--- src/rtl/cmt_pkg.sv ---
// Shared types, register codes and constants for the compare-match timer channel.
package cmt_pkg;

  localparam int COUNTER_WIDTH = 16;
  // Compares and subtractions run at the wider of the counter and the 16-bit compare registers.
  localparam int CMP_W = (COUNTER_WIDTH > 16) ? COUNTER_WIDTH : 16;

  localparam logic [1:0] REQ_READ  = 2'd0;
  localparam logic [1:0] REQ_WRITE = 2'd1;
  localparam logic [1:0] REQ_TICK  = 2'd2;

  localparam logic [3:0] REG_CONTROL = 4'd0;
  localparam logic [3:0] REG_MODE    = 4'd1;
  localparam logic [3:0] REG_IO      = 4'd2;
  localparam logic [3:0] REG_INT_EN  = 4'd3;
  localparam logic [3:0] REG_STATUS  = 4'd4;
  localparam logic [3:0] REG_COUNT   = 4'd5;
  localparam logic [3:0] REG_CMP_A   = 4'd6;
  localparam logic [3:0] REG_CMP_B   = 4'd7;
  localparam logic [3:0] REG_CAPTURE = 4'd8;

  localparam logic [7:0] CLEAR_MODE_MASK = 8'hE0;
  localparam logic [7:0] CLEAR_BY_A      = 8'h20;
  localparam logic [7:0] CLEAR_BY_B      = 8'h40;
  localparam logic [7:0] STATUS_RESET    = 8'hC0;
  localparam logic [15:0] COMPARE_RESET  = 16'hFFFF;

  localparam logic [2:0] DIV_SEL_4  = 3'd1;
  localparam logic [2:0] DIV_SEL_16 = 3'd2;
  localparam logic [2:0] DIV_SEL_64 = 3'd3;

  typedef logic [COUNTER_WIDTH-1:0] count_t;

  typedef struct packed {
    logic [1:0]  req_type;
    logic [3:0]  reg_sel;
    logic        size_is_word;
    logic [15:0] write_data;
  } req_t;

  typedef struct packed {
    logic [7:0]  control;
    logic [7:0]  int_enable;
    logic [7:0]  status;
    count_t      count;
    logic [15:0] cmp_a;
    logic [15:0] cmp_b;
    logic [5:0]  prescale;
  } tick_state_t;

  typedef struct packed {
    logic [7:0] status;
    count_t     count;
    logic [5:0] prescale;
    logic       irq_a;
    logic       irq_b;
  } tick_res_t;

  function automatic logic [6:0] divisor(input logic [2:0] sel);
    logic [6:0] d;
    case (sel)
      DIV_SEL_4:  d = 7'd4;
      DIV_SEL_16: d = 7'd16;
      DIV_SEL_64: d = 7'd64;
      default:    d = 7'd1;
    endcase
    return d;
  endfunction

endpackage

--- src/rtl/cmt_tick.sv ---
// Next-state logic for one input-clock tick: prescaler, counter and both compare matches.
module cmt_tick (
  input  cmt_pkg::tick_state_t st,
  output cmt_pkg::tick_res_t   res
);
  import cmt_pkg::*;

  logic [6:0]  presc_inc;
  logic        wrap;
  count_t      count1;
  count_t      count2;
  count_t      count3;
  count_t      cmp_a_c;
  count_t      cmp_b_c;
  logic        match_a;
  logic        match_b;
  logic [7:0]  status1;
  logic [7:0]  status2;

  assign presc_inc = {1'b0, st.prescale} + 7'd1;
  // A prescale count left above a smaller new divisor still wraps here.
  assign wrap      = presc_inc >= divisor(st.control[2:0]);
  assign count1    = wrap ? count_t'(st.count + count_t'(1)) : st.count;

  assign cmp_a_c = count_t'(CMP_W'(st.cmp_a));
  assign cmp_b_c = count_t'(CMP_W'(st.cmp_b));

  assign match_a = CMP_W'(count1) >= CMP_W'(st.cmp_a);
  assign count2  = (match_a && ((st.control & CLEAR_MODE_MASK) == CLEAR_BY_A)) ?
                   count_t'(count1 - cmp_a_c) : count1;
  assign status1 = (match_a && st.int_enable[0]) ? (st.status | 8'h01) : st.status;

  // Compare B sees the counter after any compare-A pull-back.
  assign match_b = CMP_W'(count2) >= CMP_W'(st.cmp_b);
  assign count3  = (match_b && ((st.control & CLEAR_MODE_MASK) == CLEAR_BY_B)) ?
                   count_t'(count2 - cmp_b_c) : count2;
  assign status2 = (match_b && st.int_enable[1]) ? (status1 | 8'h02) : status1;

  assign res.prescale = wrap ? 6'd0 : presc_inc[5:0];
  assign res.count    = count3;
  assign res.status   = status2;
  assign res.irq_a    = match_a && st.int_enable[0];
  assign res.irq_b    = match_b && st.int_enable[1];

endmodule

--- src/rtl/cmt_core.sv ---
// Timer register file: register reads and writes, and state update on each committed beat.
module cmt_core (
  input  logic          clk,
  input  logic          rst_n,
  input  logic          commit,
  input  cmt_pkg::req_t req,
  output logic [15:0]   read_data,
  output logic          irq_a,
  output logic          irq_b
);
  import cmt_pkg::*;

  logic [7:0]  control_r;
  logic [7:0]  mode_r;
  logic [7:0]  io_control_r;
  logic [7:0]  int_enable_r;
  logic [7:0]  status_r;
  count_t      count_r;
  logic [15:0] cmp_a_r;
  logic [15:0] cmp_b_r;
  logic [7:0]  capture_r;
  logic [5:0]  prescale_r;

  tick_state_t tst;
  tick_res_t   tres;
  logic [15:0] wdata;
  logic [15:0] rd_raw;
  logic [CMP_W-1:0] count_ext;
  logic        is_write;
  logic        is_tick;

  assign tst.control    = control_r;
  assign tst.int_enable = int_enable_r;
  assign tst.status     = status_r;
  assign tst.count      = count_r;
  assign tst.cmp_a      = cmp_a_r;
  assign tst.cmp_b      = cmp_b_r;
  assign tst.prescale   = prescale_r;

  cmt_tick u_tick (
    .st  (tst),
    .res (tres)
  );

  assign wdata     = req.size_is_word ? req.write_data : {8'h00, req.write_data[7:0]};
  assign count_ext = CMP_W'(count_r);
  assign is_write  = commit && (req.req_type == REQ_WRITE);
  assign is_tick   = commit && (req.req_type == REQ_TICK);

  always_comb begin
    unique case (req.reg_sel)
      REG_CONTROL: rd_raw = {8'h00, control_r};
      REG_MODE:    rd_raw = {8'h00, mode_r};
      REG_IO:      rd_raw = {8'h00, io_control_r};
      REG_INT_EN:  rd_raw = {8'h00, int_enable_r};
      REG_STATUS:  rd_raw = {8'h00, status_r};
      REG_COUNT:   rd_raw = count_ext[15:0];
      REG_CMP_A:   rd_raw = cmp_a_r;
      REG_CMP_B:   rd_raw = cmp_b_r;
      REG_CAPTURE: rd_raw = {8'h00, capture_r};
      default:     rd_raw = 16'h0000;
    endcase
  end

  always_comb begin
    read_data = 16'h0000;
    if (req.req_type == REQ_READ) begin
      read_data = req.size_is_word ? rd_raw : {8'h00, rd_raw[7:0]};
    end
  end

  assign irq_a = (req.req_type == REQ_TICK) && tres.irq_a;
  assign irq_b = (req.req_type == REQ_TICK) && tres.irq_b;

  always_ff @(posedge clk) begin
    if (!rst_n) begin
      control_r    <= 8'h00;
      mode_r       <= 8'h00;
      io_control_r <= 8'h00;
      int_enable_r <= 8'h00;
      status_r     <= STATUS_RESET;
      count_r      <= '0;
      cmp_a_r      <= COMPARE_RESET;
      cmp_b_r      <= COMPARE_RESET;
      capture_r    <= 8'h00;
      prescale_r   <= 6'd0;
    end else if (is_tick) begin
      status_r   <= tres.status;
      count_r    <= tres.count;
      prescale_r <= tres.prescale;
    end else if (is_write) begin
      unique case (req.reg_sel)
        REG_CONTROL: control_r    <= wdata[7:0];
        REG_MODE:    mode_r       <= wdata[7:0];
        REG_IO:      io_control_r <= wdata[7:0];
        REG_INT_EN:  int_enable_r <= wdata[7:0];
        REG_STATUS:  status_r     <= wdata[7:0];
        REG_COUNT:   count_r      <= count_t'(CMP_W'(wdata));
        REG_CMP_A:   cmp_a_r      <= wdata;
        REG_CMP_B:   cmp_b_r      <= wdata;
        REG_CAPTURE: capture_r    <= wdata[7:0];
        default:     ;
      endcase
    end
  end

  a_irq_only_on_tick: assert property (@(posedge clk) disable iff (!rst_n)
    commit && (req.req_type != REQ_TICK) |-> !irq_a && !irq_b)
    else $error("interrupt raised on a non-tick beat");

  a_irq_a_sets_status: assert property (@(posedge clk) disable iff (!rst_n)
    commit && irq_a |=> status_r[0])
    else $error("compare A interrupt did not set status bit 0");

  a_cmp_a_word_write: assert property (@(posedge clk) disable iff (!rst_n)
    is_write && (req.reg_sel == REG_CMP_A) && req.size_is_word
    |=> cmp_a_r == $past(req.write_data))
    else $error("word write to compare A lost");

endmodule

--- src/rtl/compare_match_timer_channel.sv ---
// Top level of the compare-match timer channel: input register, core and result register.
//
//   channel | handshake            | payload
//   in_     | in_valid / in_ready  | in_req_type, in_reg_sel, in_size_is_word, in_write_data
//   out_    | out_valid / out_ready| out_read_data, out_irq_a, out_irq_b
//
// Each beat is held in the input register, is resolved against the timer
// registers by one pass of logic, and its result is then captured in the result register.
// One beat is accepted per cycle when the result side keeps up.
// A stall on out_ready holds the result and the input register, and in_ready drops
// once both are full. Reset (synchronous, rst_n low) empties both stages.
module compare_match_timer_channel (
  input  logic        clk,
  input  logic        rst_n,
  input  logic        in_valid,
  output logic        in_ready,
  input  logic [1:0]  in_req_type,
  input  logic [3:0]  in_reg_sel,
  input  logic        in_size_is_word,
  input  logic [15:0] in_write_data,
  output logic        out_valid,
  input  logic        out_ready,
  output logic [15:0] out_read_data,
  output logic        out_irq_a,
  output logic        out_irq_b
);
  import cmt_pkg::*;

  logic        in_valid_r;
  req_t        req_r;
  logic        out_valid_r;
  logic [15:0] read_data_r;
  logic        irq_a_r;
  logic        irq_b_r;

  logic        advance;
  logic [15:0] core_read_data;
  logic        core_irq_a;
  logic        core_irq_b;

  assign advance  = in_valid_r && (!out_valid_r || out_ready);
  assign in_ready = !in_valid_r || advance;

  cmt_core u_core (
    .clk       (clk),
    .rst_n     (rst_n),
    .commit    (advance),
    .req       (req_r),
    .read_data (core_read_data),
    .irq_a     (core_irq_a),
    .irq_b     (core_irq_b)
  );

  always_ff @(posedge clk) begin
    if (!rst_n) begin
      in_valid_r <= 1'b0;
    end else if (in_ready) begin
      in_valid_r <= in_valid;
    end
  end

  always_ff @(posedge clk) begin
    if (in_valid && in_ready) begin
      req_r.req_type     <= in_req_type;
      req_r.reg_sel      <= in_reg_sel;
      req_r.size_is_word <= in_size_is_word;
      req_r.write_data   <= in_write_data;
    end
  end

  always_ff @(posedge clk) begin
    if (!rst_n) begin
      out_valid_r <= 1'b0;
    end else if (advance) begin
      out_valid_r <= 1'b1;
    end else if (out_ready) begin
      out_valid_r <= 1'b0;
    end
  end

  always_ff @(posedge clk) begin
    if (advance) begin
      read_data_r <= core_read_data;
      irq_a_r     <= core_irq_a;
      irq_b_r     <= core_irq_b;
    end
  end

  assign out_valid     = out_valid_r;
  assign out_read_data = read_data_r;
  assign out_irq_a     = irq_a_r;
  assign out_irq_b     = irq_b_r;

  a_full_blocks_input: assert property (@(posedge clk) disable iff (!rst_n)
    in_valid_r && out_valid_r && !out_ready |-> !in_ready && !advance)
    else $error("input accepted while both stages are full and stalled");

endmodule

--- config.mk ---
export PLATFORM = sky130hd
export DESIGN_NAME = compare_match_timer_channel
export DESIGN_NICKNAME = d
export VERILOG_FILES = /design/src/rtl/cmt_pkg.sv /design/src/rtl/cmt_tick.sv /design/src/rtl/cmt_core.sv /design/src/rtl/compare_match_timer_channel.sv
export SDC_FILE = /design/constraint.sdc
export NUM_CORES = 1
export LEC_CHECK = 0
export BUFFER_PORTS_ARGS = -buffer_cell sky130_fd_sc_hd__buf_2
export CAP_MARGIN = 20
export CORE_MARGIN = 1.5
export CORE_UTILIZATION = 50
export DETAILED_ROUTE_END_ITERATION = 6
export MAX_ROUTING_LAYER = met4
export PLACE_DENSITY = 0.73
export SYNTH_ARGS = -nofsm -noshare
export SYNTH_HDL_FRONTEND = slang
export SYNTH_SLANG_ARGS = --single-unit
--- constraint.sdc ---
create_clock -name clk -period 8.9 [get_ports clk]
set_input_delay 0.445 -clock clk [delete_from_list [all_inputs] [get_ports clk]]
set_output_delay 0.445 -clock clk [all_outputs]
set_load 0.02 [all_outputs]
==> summary.md <==
| Metric | Value |
|---|---|
| Htree depth | `4` |
| Port buffer count | `46` |
| DR vias | `7,784` |
| Fmax | `0.125 GHz` |
| Core Rows | `48` |
| Met3 GRT Util | `4.30%` |
| Die H | `135 um` |
| Fill cell count | `1,530` |
| Number of synthesized flops with an enable pin | `41` |
| Status | `finished, final reports clean` |
| Delay-heaviest family, CP | `simple AND/OR/NAND/NOR gates` |
| Pin count of the biggest net entering global routing | `48` |
| Clk network pwr share | `49.3%` |
| Register area | `0.00331 mm2` |
| RSZ-0062 raised after global routing | `no` |
| Net switching power | `0.385 mW` |
| Clk sinks | `145` |
| Core area | `0.0172 mm2` |
| # diodes | `0` |
| Worst Path Buf+Inv | `1` |
| Routed WL | `25,400 um` |
| Clock root buffer | `clkbuf_16` |
| Critical path arrival | `8.31 ns` |
| CTS tree | `yes` |
| # DRC | `0` |
| Required time worst endpoint | `9.22 ns` |
| Max-slew violation count | `0` |
| GRT busiest layer | `met2` |
| Critical Path End Type | `flip-flop` |
| Resized Gates After CTS | `0` |
| Final Hold Fails | `0` |
| Initial DRT Pass Iterations | `6` |
| Internal power | `1.20 mW` |
| Fin crit share | `89.7%` |
| Initial antenna violation count | `0` |
| Share of cells above drive strength 1 | `12.9%` |
| Die Area | `0.0183 mm2` |
| Longest Clk Path Bufs | `2` |
| GR Util All Layers | `29.2%` |
| Top Ports | `47` |
| Area of the multi-input gates | `0.00503 mm2` |
| Async set-or-reset flop fraction in the synthesized netlist | `0%` |
| HPWL after detailed placement | `18,200 um` |
| Synth unique cells | `85` |
| CP Class | `flip-flop to flip-flop` |
| Share of power burned in registers | `44.6%` |
| DIE WIDTH | `135 um` |
| Combinational Power Share | `6.1%` |
| Net Sw Frac | `24.2%` |
| Worst min path class | `input pin to flip-flop` |
| Number of clock buffers inserted by TritonCTS | `17` |
| P_leak | `4.27 nW` |
| Drt first-iter violations | `868` |
| Synth Warn # | `0` |
| Total Nets Final | `1,091` |
| Setup_tns | `0 ns` |
| Slew headroom | `29.5%` |
| M1 GR Usage | `40.5%` |
| Clock-pin slew on the worst setup and hold paths | `0.07 ns` |
| Net Count, Synth | `1,073` |
| RePlAce Congestion | `1.01` |
| Global-route wire length before repair | `39,500 um` |
| Synthesized flop and latch total | `145` |
| Clk_lat worst skew | `0.43 ns` |
| Clock Skew | `0.00839 ns` |
| Critical path's largest stage delay | `0.60 ns` |
| Total power | `1.59 mW` |
| Mapped Area | `0.00877 mm2` |
| Worst-Margin Slew | `1.05 ns` |
| Fin crit period | `7.99 ns` |
| Max_cap viols | `0` |
| Main synth FF type | `dfxtp_1` |
| Antenna-violating nets left | `0` |
| M2 GR Usage | `43.3%` |
| Avg Inst Size Synth | `8.71 um2` |
| PD cells | `163 mW/mm2` |
| Post-Syn Instances | `1,006` |
| GRT overflow | `0` |
| Finish-stage setup viols | `0` |
| Postcts setup bufs | `0` |
| Sequential element share of the synthesized area | `37.8%` |
| Hold-fix buffers, CTS | `0` |
| Wire length per cell | `20.2 um` |
| Worst setup SP type | `flip-flop` |
| Slowest CP cell | `or4_4` |
| Vias in the first global route | `7,063` |
| Area growth from synthesis to layout | `11.3%` |
| Crit path top cell by count | `ha_1` |
| Starting Density | `50.9%` |
| Vias/cell | `6.17` |
| Crit path max fanout | `16` |
| Worst VDD drop | `0.118 mV` |
-- cell usage in the layout, fill, tap and decap left out, drive strengths merged, types with 10 or more instances in the layout --
master	synthesis	layout
clkbuf	48	17
nand2	130	130
a22oi	13	13
nor3	12	12
nor2b	10	10
dfxtp	104	104
edfxtp	41	41
xnor2	19	19
buf	11	58
a21o	11	11
o21ai	41	41
ha	38	38
mux2i	65	65
nor2	108	108
nand4	10	10
inv	44	50
xor2	22	22
a211oi	11	11
a21oi	65	65
a31oi	11	11
nand3	32	32
nand2b	12	12
mux2	11	11
and2	10	10
o211ai	36	36
-- flip-flops by register name (all words and copies together), names as in the netlist, 6 cells and up --
signal	count
u_core.prescale_r	6
u_core.count_ext	16
out_read_data	16
u_core.control_r	8
u_core.capture_r	8
u_core.cmp_a_r	16
req_r	23
u_core.status_r	8
u_core.int_enable_r	8
u_core.io_control_r	8
u_core.mode_r	8
u_core.cmp_b_r	16
-- Yosys cell counts (all sizes together) (3+ instances only) --
master / n / area share, %
nand2: 130 / 5.6
nor2: 108 / 4.6
dfxtp: 104 / 24
a21oi: 65 / 3.8
mux2i: 65 / 7.5
clkbuf: 48 / 2.1
inv: 44 / 1.9
edfxtp: 41 / 14
o21ai: 41 / 2.3
ha: 38 / 5.4
o211ai: 36 / 3.1
nand3: 32 / 1.8
xor2: 22 / 2.3
xnor2: 19 / 2.0
a22oi: 13 / 1.1
nand2b: 12 / 0.86
nor3: 12 / 0.80
a211oi: 11 / 1.0
a21o: 11 / 0.94
a31oi: 11 / 0.79
buf: 11 / 1.0
mux2: 11 / 1.5
and2: 10 / 0.76
nand4: 10 / 0.71
nor2b: 10 / 0.71
and3: 7 / 0.50
o22ai: 7 / 0.50
o21a: 5 / 0.43
nand3b: 4 / 0.34
nor3b: 4 / 0.47
nor4: 4 / 0.63
o21bai: 4 / 0.34
or2: 4 / 0.29
or3: 4 / 0.34
a2111oi: 3 / 0.30
a221oi: 3 / 0.30
a41oi: 3 / 0.73
o31ai: 3 / 0.26
-- worst register-to-register path: stages (launching register included) --
cell and delay, ns:
dfxtp_1 0.42, ha_1 0.24, nand3_1 0.15, xnor2_1 0.18, ha_1 0.39, nand2_1 0.08
mux2_4 0.29, a41oi_4 0.31, a41oi_4 0.14, or4_4 0.61, xnor2_2 0.17, ha_1 0.40
nand4_1 0.15, or4_1 0.54, a31oi_1 0.30, o211ai_2 0.41, mux2_2 0.38, ha_1 0.16
inv_1 0.05, fa_1 0.42, a211oi_1 0.28, o211ai_1 0.16, a21oi_2 0.25, a211oi_1 0.12
or2_2 0.43, nor2_1 0.46, a22oi_1 0.15, a311oi_2 0.26
-- cell families (layout without fill, tap and decap cells) --
logic type,count (synthesis),in the layout,share of synthesized area [%]
AND/OR/NAND/NOR,359,359,19.4
AO/OA/AOI/OAI,242,242,18.8
flip-flops,145,145,37.8
buffers and inverters,103,134,4.97
multiplexers,76,76,8.92
XOR/XNOR,41,41,4.27
adder cells (fa/ha/maj),40,40,5.88
-- power groups by stage --
stage	logic (mW)	registers (mW)	clock network, mW
3_5_place_dp	0.0947	0.722	0
3_3_place_gp	0.0940	0.722	0
6_report	0.0973	0.709	0.783
4_1_cts	0.0956	0.708	0.787
2_1_floorplan	0.0644	0.716	0
5_1_grt	0.105	0.709	0.813
-- area by class of cell --
class / instances / area share (%)
inverter: 44 / 1.69
timing repair buffer: 58 / 3.28
sequential: 145 / 34.0
tap: 225 / 2.89
clock inverter: 15 / 2.24
multi-input combinational: 758 / 51.6
clock buffer: 17 / 4.36
-- stage by stage --
step	instances	setup slack [ns]	area, um2	util [%]	hold WS [ns]
finish	1262	0.915	9760	56.6	0.186
global route	1262	0.357	9760	56.6	0.173
CTS	1262	1.00	9760	56.6	0.176
detailed placement	1230	1.11	9110	52.9	0.456
global placement	1230	1.27	9110	52.9	0.443
floorplan	1006	2.32	8770	-	0.431
-- final timing paths --
| check | startpoint | to | slack (ns) | depth (start not counted) |
|---|---|---|---|---|
| max | u_core.prescale_r[0] | u_core.count_ext[10] | 0.91 | 27 |
| min | in_write_data[7] | req_r[7] | 0.19 | 1 |
| max reg2reg | u_core.prescale_r[0] | u_core.count_ext[10] | 0.91 | 27 |
| min reg2reg | u_core.status_r[4] | u_core.status_r[4] | 0.46 | 2 |
-- layer usage --
layer  share of wire [%]  routed length (um)  vias to the layer above
li1                    -                   -                     3636
met4                 2.7                 677                        0
met1                  45               11400                     3727
met3                 7.7                1960                       55
met5                   0                   0                        -
met2                  45               11400                      366
No activity file was read; power rests on OpenSTA's default activity.
